File: src/sv/scan_disk_request_scheduler_macros.svh
// ----------------------------------------------------------------------------
// Assertion macros for the SCAN disk request scheduler
// Shared helpers that keep clocking and reset handling uniform.
// ----------------------------------------------------------------------------
`ifndef SCAN_DISK_REQUEST_SCHEDULER_MACROS_SVH
`define SCAN_DISK_REQUEST_SCHEDULER_MACROS_SVH

// Same-cycle implication, disabled while reset is asserted
`define SDRS_ASSERT_SAME(lbl, clk, rst_n, ante, cons, msg) \
	lbl: assert property (@(posedge clk) disable iff (!rst_n) (ante) |-> (cons)) \
		else $error(msg);

// Next-cycle implication, disabled while reset is asserted
`define SDRS_ASSERT_NEXT(lbl, clk, rst_n, ante, cons, msg) \
	lbl: assert property (@(posedge clk) disable iff (!rst_n) (ante) |=> (cons)) \
		else $error(msg);

`endif

File: src/sv/sdrs_pkg.sv
// ----------------------------------------------------------------------------
// sdrs_pkg
// Widths, codes and controller/datapath interface types for the scheduler.
// ----------------------------------------------------------------------------
package sdrs_pkg;

	localparam int SECTOR_W = 16;
	localparam int TAG_W    = 8;
	localparam int CYL_W    = 11;
	localparam int DIST_W   = 12;
	localparam int DIR_W    = 2;
	localparam int ACC_W    = 32;

	localparam logic [CYL_W-1:0]     CYL_MAX   = 11'd2047;
	localparam logic [DIST_W-1:0]    BEST_NONE = 12'hFFF;

	// Operation codes
	localparam logic OP_SUBMIT   = 1'b0;
	localparam logic OP_COMPLETE = 1'b1;

	// Seek direction codes
	localparam logic [DIR_W-1:0] DIR_NONE = 2'd0;
	localparam logic [DIR_W-1:0] DIR_IN   = 2'd1;
	localparam logic [DIR_W-1:0] DIR_OUT  = 2'd2;

	// Commands from controller to datapath
	typedef struct packed {
		logic accept;
		logic div_step;
		logic submit;
		logic nop;
		logic svc_read;
		logic take_head;
		logic shift;
		logic cend;
		logic scan;
		logic pick;
		logic grant;
		logic load_out;
	} sdrs_cmd_t;

	// Status from datapath to controller
	typedef struct packed {
		logic is_submit;
		logic busy;
		logic shift_first;
		logic shift_more;
		logic last_entry;
		logic scan_last;
		logic out_free;
	} sdrs_sts_t;

endpackage

File: src/sv/sdrs_ctrl.sv
// ----------------------------------------------------------------------------
// sdrs_ctrl
// Sequencer for divide, enqueue, remove/compact, scan and grant phases.
// ----------------------------------------------------------------------------
module sdrs_ctrl
	import sdrs_pkg::*;
(
	input  logic      clk,
	input  logic      arst_n,
	input  logic      in_valid,
	output logic      in_ready,
	input  sdrs_sts_t sts,
	output sdrs_cmd_t cmd
);

	typedef enum logic [12:0] {
		S_IDLE   = 13'b0000000000001,
		S_DISP   = 13'b0000000000010,
		S_DIV    = 13'b0000000000100,
		S_SUBMIT = 13'b0000000001000,
		S_NOP    = 13'b0000000010000,
		S_CREAD  = 13'b0000000100000,
		S_CHEAD  = 13'b0000001000000,
		S_SHIFT  = 13'b0000010000000,
		S_CEND   = 13'b0000100000000,
		S_SCAN   = 13'b0001000000000,
		S_PICK   = 13'b0010000000000,
		S_GRANT  = 13'b0100000000000,
		S_OUT    = 13'b1000000000000
	} state_t;

	state_t state_q, state_d;

	// Hold state
	always_ff @(posedge clk or negedge arst_n) begin
		if (!arst_n) begin
			state_q <= S_IDLE;
		end else begin
			state_q <= state_d;
		end
	end

	// Next state and commands
	always_comb begin
		state_d  = state_q;
		cmd      = '0;
		in_ready = 1'b0;
		case (state_q)
			S_IDLE: begin
				in_ready   = 1'b1;
				cmd.accept = in_valid;
				if (in_valid) state_d = S_DISP;
			end
			S_DISP: begin
				if (sts.is_submit)  state_d = S_DIV;
				else if (sts.busy)  state_d = S_CREAD;
				else                state_d = S_NOP;
			end
			S_DIV: begin
				cmd.div_step = 1'b1;
				state_d      = S_SUBMIT;
			end
			S_SUBMIT: begin
				cmd.submit = 1'b1;
				state_d    = S_OUT;
			end
			S_NOP: begin
				cmd.nop = 1'b1;
				state_d = S_OUT;
			end
			S_CREAD: begin
				cmd.svc_read = 1'b1;
				state_d      = S_CHEAD;
			end
			S_CHEAD: begin
				cmd.take_head = 1'b1;
				state_d       = sts.shift_first ? S_SHIFT : S_CEND;
			end
			S_SHIFT: begin
				cmd.shift = 1'b1;
				state_d   = sts.shift_more ? S_SHIFT : S_CEND;
			end
			S_CEND: begin
				cmd.cend = 1'b1;
				state_d  = sts.last_entry ? S_OUT : S_SCAN;
			end
			S_SCAN: begin
				cmd.scan = 1'b1;
				if (sts.scan_last) state_d = S_PICK;
			end
			S_PICK: begin
				cmd.pick = 1'b1;
				state_d  = S_GRANT;
			end
			S_GRANT: begin
				cmd.grant = 1'b1;
				state_d   = S_OUT;
			end
			S_OUT: begin
				cmd.load_out = sts.out_free;
				if (sts.out_free) state_d = S_IDLE;
			end
			default: begin
				state_d = S_IDLE;
			end
		endcase
	end

endmodule

File: src/sv/sdrs_datapath.sv
// ----------------------------------------------------------------------------
// sdrs_datapath
// Cylinder divider, request table memory, scan trackers, statistics and
// the output register.
// ----------------------------------------------------------------------------
module sdrs_datapath
	import sdrs_pkg::*;
#(
	parameter int QUEUE_DEPTH          = 16,
	parameter int SECTORS_PER_CYLINDER = 36
) (
	input  logic                     clk,
	input  logic                     arst_n,
	input  sdrs_cmd_t                cmd,
	output sdrs_sts_t                sts,
	input  logic                     op,
	input  logic [SECTOR_W-1:0]      sector,
	input  logic [TAG_W-1:0]         tag,
	output logic                     out_valid,
	input  logic                     out_ready,
	output logic                     grant_valid,
	output logic [TAG_W-1:0]         grant_tag,
	output logic [CYL_W-1:0]         grant_cylinder,
	output logic signed [DIST_W-1:0] seek_distance,
	output logic [DIR_W-1:0]         seek_direction,
	output logic                     rejected,
	output logic                     queue_empty,
	output logic [ACC_W-1:0]         total_seek,
	output logic [ACC_W-1:0]         total_grants
);

	localparam int IW = $clog2(QUEUE_DEPTH);
	localparam int CW = $clog2(QUEUE_DEPTH + 1);
	localparam int PW = CW + 1;
	localparam int EW = CYL_W + TAG_W;
	localparam int RECIP_SH = 32;
	localparam int PROD_W   = SECTOR_W + RECIP_SH;
	// Rounded-up reciprocal: exact quotient for every 16-bit sector
	localparam logic [RECIP_SH:0] RECIP = (RECIP_SH+1)'(
		((64'd1 << RECIP_SH) + 64'(SECTORS_PER_CYLINDER) - 64'd1)
		/ 64'(SECTORS_PER_CYLINDER));
	localparam logic [CW-1:0] DEPTH_C = CW'(QUEUE_DEPTH);
	localparam logic [CW-1:0] ONE_C   = CW'(1);

	// Captured item
	logic                op_q;
	logic [TAG_W-1:0]    tag_q;

	// Divider
	logic [SECTOR_W-1:0]  num_q, quo_q;
	logic [PROD_W-1:0]    prod;
	logic [CYL_W-1:0]     cyl_sat;

	// Table and scheduler state
	logic [EW-1:0]     mem [QUEUE_DEPTH];
	logic [EW-1:0]     rd_q;
	logic [IW-1:0]     rd_addr;
	logic              we;
	logic [IW-1:0]     wr_addr;
	logic [EW-1:0]     wr_data;
	logic [CW-1:0]     count_q;
	logic [IW-1:0]     svc_q, ptr_q, svc_idx;
	logic              busy_q, inward_q, cont_q;
	logic [CYL_W-1:0]  head_q;
	logic [ACC_W-1:0]  run_seek_q, run_grants_q, lat_seek_q, lat_grants_q;

	// Scan trackers
	logic              eq_found_q;
	logic [IW-1:0]     eq_pick_q, in_pick_q, out_pick_q, pick_idx;
	logic [DIST_W-1:0] in_best_q, out_best_q;
	logic              in_found, out_found;
	logic [CYL_W-1:0]  rd_cyl;
	logic [TAG_W-1:0]  rd_tag;
	logic [DIST_W-1:0] scan_d_in, scan_d_out;

	// Grant arithmetic
	logic [CYL_W-1:0]  g_cyl, g_mag;
	logic [TAG_W-1:0]  g_tag;
	logic [DIST_W-1:0] g_dist;
	logic [DIR_W-1:0]  g_dir;
	logic              grant_fire;

	// Pending result
	logic              res_grant_q, res_rej_q;
	logic [TAG_W-1:0]  res_tag_q;
	logic [CYL_W-1:0]  res_cyl_q;
	logic [DIST_W-1:0] res_dist_q;
	logic [DIR_W-1:0]  res_dir_q;
	logic              out_valid_q;

	// Divide by reciprocal multiplication, saturate to the cylinder width
	assign prod    = PROD_W'(num_q) * PROD_W'(RECIP);
	assign cyl_sat = (|quo_q[SECTOR_W-1:CYL_W]) ? CYL_MAX : quo_q[CYL_W-1:0];

	assign rd_cyl = rd_q[EW-1:TAG_W];
	assign rd_tag = rd_q[TAG_W-1:0];

	// Service index falls back to entry zero when out of range
	assign svc_idx = ({{(PW-IW){1'b0}}, svc_q} < {1'b0, count_q}) ? svc_q : '0;

	// Direction choice over the scan trackers
	assign in_found  = (in_best_q != BEST_NONE);
	assign out_found = (out_best_q != BEST_NONE);
	always_comb begin
		if (eq_found_q)    pick_idx = eq_pick_q;
		else if (inward_q) pick_idx = in_found ? in_pick_q : out_pick_q;
		else               pick_idx = out_found ? out_pick_q : in_pick_q;
	end

	// Read address select
	always_comb begin
		if (cmd.svc_read)   rd_addr = svc_idx;
		else if (cmd.cend)  rd_addr = '0;
		else if (cmd.shift) rd_addr = IW'(ptr_q + IW'(2));
		else if (cmd.pick)  rd_addr = pick_idx;
		else                rd_addr = IW'(ptr_q + IW'(1));
	end

	// Write port select
	always_comb begin
		we      = 1'b0;
		wr_addr = ptr_q;
		wr_data = rd_q;
		if (cmd.shift) begin
			we = 1'b1;
		end else if (cmd.submit) begin
			wr_data = {cyl_sat, tag_q};
			if (!busy_q) begin
				we      = 1'b1;
				wr_addr = '0;
			end else if (count_q < DEPTH_C) begin
				we      = 1'b1;
				wr_addr = count_q[IW-1:0];
			end
		end
	end

	// Table memory, registered read
	always_ff @(posedge clk) begin
		if (we) mem[wr_addr] <= wr_data;
		rd_q <= mem[rd_addr];
	end

	// Grant values
	assign g_cyl  = cmd.grant ? rd_cyl : cyl_sat;
	assign g_tag  = cmd.grant ? rd_tag : tag_q;
	assign g_dist = {1'b0, g_cyl} - {1'b0, head_q};
	assign g_mag  = (g_cyl >= head_q) ? (g_cyl - head_q) : (head_q - g_cyl);
	assign g_dir  = (g_cyl > head_q) ? DIR_IN : ((g_cyl < head_q) ? DIR_OUT : DIR_NONE);
	assign grant_fire = cmd.grant || (cmd.submit && !busy_q);

	assign scan_d_in  = {1'b0, rd_cyl - head_q};
	assign scan_d_out = {1'b0, head_q - rd_cyl};

	// Captured item and quotient register
	always_ff @(posedge clk) begin
		if (cmd.accept) begin
			op_q  <= op;
			tag_q <= tag;
			num_q <= sector;
		end else if (cmd.div_step) begin
			quo_q <= prod[PROD_W-1:RECIP_SH];
		end
	end

	// Scheduler state
	always_ff @(posedge clk or negedge arst_n) begin
		if (!arst_n) begin
			count_q      <= '0;
			svc_q        <= '0;
			busy_q       <= 1'b0;
			head_q       <= '0;
			inward_q     <= 1'b1;
			cont_q       <= 1'b0;
			run_seek_q   <= '0;
			run_grants_q <= '0;
			lat_seek_q   <= '0;
			lat_grants_q <= '0;
			ptr_q        <= '0;
		end else begin
			// Enqueue or grant at once
			if (cmd.submit) begin
				if (!busy_q) begin
					count_q <= ONE_C;
					svc_q   <= '0;
					busy_q  <= 1'b1;
				end else if (count_q < DEPTH_C) begin
					count_q <= count_q + ONE_C;
					cont_q  <= 1'b1;
				end
			end
			// Remove serviced entry and close the gap
			if (cmd.svc_read)  ptr_q  <= svc_idx;
			if (cmd.take_head) head_q <= rd_cyl;
			if (cmd.shift)     ptr_q  <= IW'(ptr_q + IW'(1));
			if (cmd.cend) begin
				count_q <= count_q - ONE_C;
				ptr_q   <= '0;
				if (count_q == ONE_C) begin
					busy_q       <= 1'b0;
					svc_q        <= '0;
					lat_seek_q   <= run_seek_q;
					lat_grants_q <= run_grants_q;
					if (cont_q) begin
						cont_q       <= 1'b0;
						run_seek_q   <= '0;
						run_grants_q <= '0;
					end
				end
			end
			if (cmd.scan) ptr_q <= IW'(ptr_q + IW'(1));
			// Select next request, reverse when the sweep runs dry
			if (cmd.pick) begin
				svc_q <= pick_idx;
				if (!eq_found_q) begin
					if (inward_q && !in_found)       inward_q <= 1'b0;
					else if (!inward_q && !out_found) inward_q <= 1'b1;
				end
			end
			// Count contended grants
			if (grant_fire && cont_q) begin
				run_seek_q   <= run_seek_q + ACC_W'(g_mag);
				run_grants_q <= run_grants_q + ACC_W'(1);
			end
		end
	end

	// Scan trackers: earliest exact hit, nearest on each side
	always_ff @(posedge clk) begin
		if (cmd.cend) begin
			eq_found_q <= 1'b0;
			eq_pick_q  <= '0;
			in_best_q  <= BEST_NONE;
			in_pick_q  <= '0;
			out_best_q <= BEST_NONE;
			out_pick_q <= '0;
		end else if (cmd.scan) begin
			if (rd_cyl == head_q) begin
				if (!eq_found_q) begin
					eq_found_q <= 1'b1;
					eq_pick_q  <= ptr_q;
				end
			end else if (rd_cyl > head_q) begin
				if (scan_d_in < in_best_q) begin
					in_best_q <= scan_d_in;
					in_pick_q <= ptr_q;
				end
			end else if (scan_d_out < out_best_q) begin
				out_best_q <= scan_d_out;
				out_pick_q <= ptr_q;
			end
		end
	end

	// Pending result fields
	always_ff @(posedge clk) begin
		if (grant_fire) begin
			res_grant_q <= 1'b1;
			res_tag_q   <= g_tag;
			res_cyl_q   <= g_cyl;
			res_dist_q  <= g_dist;
			res_dir_q   <= g_dir;
			res_rej_q   <= 1'b0;
		end else if (cmd.submit || cmd.nop || cmd.cend) begin
			res_grant_q <= 1'b0;
			res_tag_q   <= '0;
			res_cyl_q   <= '0;
			res_dist_q  <= '0;
			res_dir_q   <= DIR_NONE;
			res_rej_q   <= cmd.submit && (count_q >= DEPTH_C);
		end
	end

	// Output register
	always_ff @(posedge clk or negedge arst_n) begin
		if (!arst_n) begin
			out_valid_q <= 1'b0;
		end else if (cmd.load_out) begin
			out_valid_q <= 1'b1;
		end else if (out_ready) begin
			out_valid_q <= 1'b0;
		end
	end

	always_ff @(posedge clk) begin
		if (cmd.load_out) begin
			grant_valid    <= res_grant_q;
			grant_tag      <= res_tag_q;
			grant_cylinder <= res_cyl_q;
			seek_distance  <= res_dist_q;
			seek_direction <= res_dir_q;
			rejected       <= res_rej_q;
			queue_empty    <= !busy_q;
			total_seek     <= lat_seek_q;
			total_grants   <= lat_grants_q;
		end
	end

	assign out_valid = out_valid_q;

	// Status to controller
	assign sts.is_submit   = (op_q == OP_SUBMIT);
	assign sts.busy        = busy_q;
	assign sts.shift_first = (PW'(ptr_q) + PW'(1)) < PW'(count_q);
	assign sts.shift_more  = (PW'(ptr_q) + PW'(2)) < PW'(count_q);
	assign sts.last_entry  = (count_q == ONE_C);
	assign sts.scan_last   = (PW'(ptr_q) + PW'(1)) >= PW'(count_q);
	assign sts.out_free    = !out_valid_q || out_ready;

endmodule

File: src/sv/scan_disk_request_scheduler.sv
// ----------------------------------------------------------------------------
// scan_disk_request_scheduler
// Elevator (SCAN) disk request arbiter with an arrival-ordered table.
// ----------------------------------------------------------------------------
// Channel  Direction  Handshake             Payload
// in       input      in_valid / in_ready   op, sector, tag
// out      output     out_valid / out_ready grant_valid, grant_tag, grant_cylinder,
//                                           seek_distance, seek_direction, rejected,
//                                           queue_empty, total_seek, total_grants
//
// One transaction at a time. On a submit the divide step scales the sector
// by the reciprocal of the sector count to derive the cylinder. In a
// completion, one memory read port shifts entries down one per cycle, then
// scans them one per cycle. in_ready is high only in the idle state; the
// result register holds a finished result until taken, so the next
// transaction may be accepted while it waits. Reset is asynchronous.
// ----------------------------------------------------------------------------
module scan_disk_request_scheduler
	import sdrs_pkg::*;
#(
	parameter int QUEUE_DEPTH          = 16,
	parameter int SECTORS_PER_CYLINDER = 36
) (
	input  logic                     clk,
	input  logic                     arst_n,
	input  logic                     in_valid,
	output logic                     in_ready,
	input  logic                     op,
	input  logic [SECTOR_W-1:0]      sector,
	input  logic [TAG_W-1:0]         tag,
	output logic                     out_valid,
	input  logic                     out_ready,
	output logic                     grant_valid,
	output logic [TAG_W-1:0]         grant_tag,
	output logic [CYL_W-1:0]         grant_cylinder,
	output logic signed [DIST_W-1:0] seek_distance,
	output logic [DIR_W-1:0]         seek_direction,
	output logic                     rejected,
	output logic                     queue_empty,
	output logic [ACC_W-1:0]         total_seek,
	output logic [ACC_W-1:0]         total_grants
);

	sdrs_cmd_t cmd;
	sdrs_sts_t sts;

	// Sequencer
	sdrs_ctrl u_ctrl (
		.clk      (clk),
		.arst_n   (arst_n),
		.in_valid (in_valid),
		.in_ready (in_ready),
		.sts      (sts),
		.cmd      (cmd)
	);

	// Table, arithmetic and result register
	sdrs_datapath #(
		.QUEUE_DEPTH          (QUEUE_DEPTH),
		.SECTORS_PER_CYLINDER (SECTORS_PER_CYLINDER)
	) u_datapath (
		.clk            (clk),
		.arst_n         (arst_n),
		.cmd            (cmd),
		.sts            (sts),
		.op             (op),
		.sector         (sector),
		.tag            (tag),
		.out_valid      (out_valid),
		.out_ready      (out_ready),
		.grant_valid    (grant_valid),
		.grant_tag      (grant_tag),
		.grant_cylinder (grant_cylinder),
		.seek_distance  (seek_distance),
		.seek_direction (seek_direction),
		.rejected       (rejected),
		.queue_empty    (queue_empty),
		.total_seek     (total_seek),
		.total_grants   (total_grants)
	);

	// Checks
	`include "scan_disk_request_scheduler_macros.svh"

	`SDRS_ASSERT_SAME(a_grant_not_rejected, clk, arst_n, out_valid && grant_valid, !rejected, "grant and reject together")
	`SDRS_ASSERT_SAME(a_grant_keeps_busy, clk, arst_n, out_valid && grant_valid, !queue_empty, "grant reported with empty queue")
	`SDRS_ASSERT_SAME(a_reject_when_busy, clk, arst_n, out_valid && rejected, !queue_empty, "reject reported while idle")
	`SDRS_ASSERT_SAME(a_still_zero_dist, clk, arst_n, out_valid && (seek_direction == DIR_NONE), seek_distance == '0, "no move with nonzero distance")

endmodule

File: config.mk
export PLATFORM = sky130hd
export DESIGN_NAME = scan_disk_request_scheduler
export DESIGN_NICKNAME = d
export VERILOG_FILES = /design/src/sv/sdrs_pkg.sv /design/src/sv/sdrs_ctrl.sv /design/src/sv/sdrs_datapath.sv /design/src/sv/scan_disk_request_scheduler.sv
export VERILOG_INCLUDE_DIRS = /design/src /design/src/sv
export SDC_FILE = /design/constraint.sdc
export NUM_CORES = 1
export LEC_CHECK = 0
export BUFFER_PORTS_ARGS = -buffer_cell sky130_fd_sc_hd__buf_2
export CAP_MARGIN = 0
export CORE_MARGIN = 2
export CORE_UTILIZATION = 55
export CTS_CLUSTER_SIZE = 16
export DETAILED_ROUTE_END_ITERATION = 10
export MAX_ROUTING_LAYER = met4
export PLACE_DENSITY = 0.72
export SYNTH_ARGS = -nofsm -noshare
export SYNTH_HDL_FRONTEND = slang
export SYNTH_SLANG_ARGS = --single-unit
File: constraint.sdc
create_clock -name clk -period 8.2 [get_ports clk]
set_input_delay 0.41 -clock clk [delete_from_list [all_inputs] [get_ports clk]]
set_output_delay 0.41 -clock clk [all_outputs]
set_load 0.005 [all_outputs]
==> impl_metrics.env <==
export IMPL_layout_nets=3484
export IMPL_crit_chain="or4_1 > nor2_1 > and3_1 > buf_4 > mux2i_1 > ha_1 > fa_1 > nor2b_1 > o21ai_0 > a21oi_1 > o31ai_1 > a21oi_1 > or3_1 > mux2i_1 > xor2_1 > ha_1 > a21oi_1 > o21ai_0 > a2111oi_0 > o31ai_1 > a21oi_1 > nand4b_1 > nand2b_1 > mux2i_1"
export IMPL_status="completed"
export IMPL_yosysTopAreaCell="edfxtp_1"
export IMPL_vias=23200
export IMPL_crit_arrival_ns=8.18
export IMPL_drc=0
export IMPL_yosysSeqAreaShare_pct=56.4
export IMPL_finalPower_w=0.0175
export IMPL_placed_area_um2=36300
export IMPL_hold_path_class="input pin to flip-flop"
export IMPL_dr_pass1_iters=5
export IMPL_synth_top_area_share_pct=40.9
export IMPL_cpPeakStageDelay_ns=0.68
export IMPL_max_slew_margin_pct=17.9
export IMPL_wl_per_cell_um=20.1
export IMPL_final_setup_viol_count=0
export IMPL_grt_setup_unrepaired="no"
export IMPL_crit_fanout=17
export IMPL_dp_cells=3887
export IMPL_cellLeakagePower_nw=16.3
export IMPL_dieArea_um2=65200
export IMPL_path_delay_family="simple AND/OR/NAND/NOR gates"
export IMPL_syn_nets=3328
export IMPL_syn_to_final_growth_pct=12.2
export IMPL_r2r_cells=24
export IMPL_critPathKind="flip-flop to flip-flop"
export IMPL_cts_tree="built"
export IMPL_r2r_start="u_ctrl.state_q[7]"
export IMPL_cts_buffers=72
export IMPL_viasPerCell=5.74
export IMPL_clkSinkCount=700
export IMPL_grt_max_degree=134
export IMPL_min_period_over_period_pct=93.1
export IMPL_setup_tns_final_ns=0
export IMPL_drive_above_1_share_pct=10.7
export IMPL_fin_area_um2=39000
export IMPL_reg2reg_to="u_datapath.run_seek_q[19]"
export IMPL_postCtsSetupBuffers=0
export IMPL_final_cell_count_no_fill=4042
export IMPL_end_kind="flip-flop"
export IMPL_dp_hpwl_um=54500
export IMPL_min_from="in_valid"
export IMPL_cpMostUsedCell="a21oi_1"
export IMPL_start_util_pct=55.4
export IMPL_synth_ff_type="edfxtp_1"
export IMPL_cp_start_kind="flip-flop"
export IMPL_peakVddDrop_uv=765
export IMPL_drv_cap=0
export IMPL_io_pins=131
export IMPL_fin_crit_ns=7.64
export IMPL_slew_violations=0
export IMPL_synth_cell_types=76
export IMPL_hold_viol=0
export IMPL_whs_endpoint="u_ctrl.state_q[1]"
export IMPL_ys_warn_count=0
export IMPL_grt_use_total_pct=26.1
export IMPL_worst_pin_slew_ns=1.23
export IMPL_fin_util_pct=62.1
export IMPL_antenna_left=0
export IMPL_core_area_um2=62700
export IMPL_io_buffers=130
export IMPL_diodes=0
export IMPL_die_y_um=255
export IMPL_ys_async_sr_fraction_pct=24.1
export IMPL_cp_slowest_cell="a2111oi_0"
export IMPL_grt_overflow=0
export IMPL_fmax_ghz=0.131
export IMPL_ys_ff_latch=700
export IMPL_root_buffer="clkbuf_16"
export IMPL_synth_area_top_cells="edfxtp_1, dfrtp_1, ha_1, nand2_1, fa_1"
export IMPL_antenna_found_initial=1
export IMPL_required_ns=8.74
export IMPL_clock_skew_ns=0.0174
export IMPL_syn_inst=2985
export IMPL_fp_dieW_um=255
export IMPL_clock_latency_ns=0.63
export IMPL_grt_pass1_wl_um=128000
export IMPL_hold_depth=2
export IMPL_rows=92
export IMPL_clk_path_buf_depth=3
export IMPL_gp_congestion=0.946
export IMPL_post_cts_resized=0
export IMPL_cts_max_level=3
export IMPL_synth_edf_count=473
export IMPL_powerDensity_nw_per_um2=448
export IMPL_drt_wl_total_um=81100
export IMPL_drt_iter0_drc=1863
export IMPL_syn_avg_cell_area_um2=11.6
export IMPL_grt_pass1_vias=23300
export IMPL_path_clk_slew_ns=0.06
export IMPL_cp_buffers_inverters=1
export IMPL_rrSetupSlack_ns=0.56
export IMPL_syn_area_um2=34700
power by group:
part / total, W / switching (W) / internal (W)
Clock: 0.00329 / 0.00136 / 0.00193
Combinational: 0.00973 / 0.00558 / 0.00415
Sequential: 0.00443 / 0.000172 / 0.00426
worst max-delay path by stage:
stage,start,to,slack (ns),cells after the start
floorplan,u_ctrl.state_q[3],u_datapath.run_seek_q[25],1.70,28
global placement,u_ctrl.state_q[7],u_datapath.run_seek_q[22],1.04,25
detailed placement,u_ctrl.state_q[7],u_datapath.run_seek_q[16],0.79,25
CTS,u_ctrl.state_q[7],u_datapath.run_seek_q[29],0.69,24
global route,u_ctrl.state_q[7],u_datapath.run_seek_q[29],0.08,24
finish,u_ctrl.state_q[7],u_datapath.run_seek_q[19],0.56,24
layer usage:
metal | global-route usage, % | part of all wire [%]
met5 | - | 0
met1 | 33.7 | 42
met4 | 7.37 | 2.6
met2 | 43.4 | 49
met3 | 3.66 | 5.9
worst reg2reg max path, delay by kind of cell, from the launching register on:
family	cells	cell delay [ns]
xor+xnor	1	0.22
fa+ha+maj	3	0.79
mux	3	0.84
compound gates	9	2.40
simple gates	7	2.71
buf+inv	1	0.22
flops	1	0.42
synthesized netlist by cell type, types with 10 or more instances:
| master | n |
|---|---|
| nor4_1 | 11 |
| a21o_1 | 24 |
| nor3_1 | 31 |
| ha_1 | 226 |
| xor2_1 | 18 |
| mux2i_1 | 95 |
| o211ai_1 | 35 |
| a21oi_1 | 86 |
| xnor2_1 | 38 |
| fa_1 | 88 |
| mux2_2 | 11 |
| buf_2 | 24 |
| nor2_1 | 118 |
| nand2_1 | 559 |
| nand3_1 | 132 |
| nand2b_1 | 16 |
| a31oi_1 | 31 |
| dfxtp_1 | 58 |
| o21a_1 | 15 |
| nor2b_1 | 15 |
| dfrtp_1 | 167 |
| nand4_1 | 26 |
| and3_1 | 21 |
| a22o_1 | 15 |
| a32o_1 | 19 |
| clkbuf_1 | 84 |
| a2111oi_2 | 10 |
| inv_1 | 238 |
| o21ai_0 | 118 |
| edfxtp_1 | 473 |
| a311oi_1 | 21 |
| o31ai_1 | 25 |
through the flow:
stage          setup slack, ns  hold slack (ns)
2_1_floorplan             1.70            0.114
3_3_place_gp              1.04            0.404
3_5_place_dp             0.793            0.405
4_1_cts                  0.690           0.0254
5_1_grt                 0.0830           0.0426
6_report                 0.563           0.0496
cell type report:
class | instances | area [µm²]
repair buffers | 204 | 1290
clock buffers | 97 | 2020
inverters | 239 | 902
multi-input cells | 1924 | 13700
clock inverters | 32 | 368
well taps | 846 | 1060
fillers | 4830 | 23800
flip-flops and latches | 700 | 19600
cells in the final DEF, fill, tap and decap left out, types with 58 or more instances in the layout:
cell         n
clkbuf_16   74
fa_1        88
buf_2      129
mux2i_1     95
nor2_1     117
ha_1       226
o21ai_0    118
dfrtp_1    167
inv_1      238
nand3_1    131
dfxtp_1     58
a21oi_1     86
edfxtp_1   473
nand2_1    558
kinds of logic (layout without fill, tap and decap cells):
logic type	Yosys count	in the layout	synth area share [%]
and+or+nand+nor	984	984	12.5
xor gates and xnor gates	56	56	1.41
adders and majority gates	314	314	13.2
muxes	106	106	3.09
DFF	700	700	56.4
AOI/OAI and AO/OA	464	464	9.17
buffers and inverters	361	572	4.18
repair_timing:
item | 4_1_cts | 5_1_grt
setup endpoints to repair | 0 | 0
hold endpoints to repair | 129 | 0
hold buffers | 26 | 0
registers in the layout, summed over array words and instances (netlist names), 12 cells and up:
name and count:
u_datapath.mem 304, u_datapath.lat_grants_q 32, u_datapath.lat_seek_q 32, u_datapath.run_grants_q 32, u_datapath.run_seek_q 32, u_datapath.total_grants 32, u_datapath.total_seek 32, u_datapath.rd_q 19
u_datapath.num_q 16, u_ctrl.state_q 13, u_datapath.in_best_q 12, u_datapath.out_best_q 12, u_datapath.res_dist_q 12, u_datapath.seek_distance 12
No activity file was read; power rests on OpenSTA's default activity.
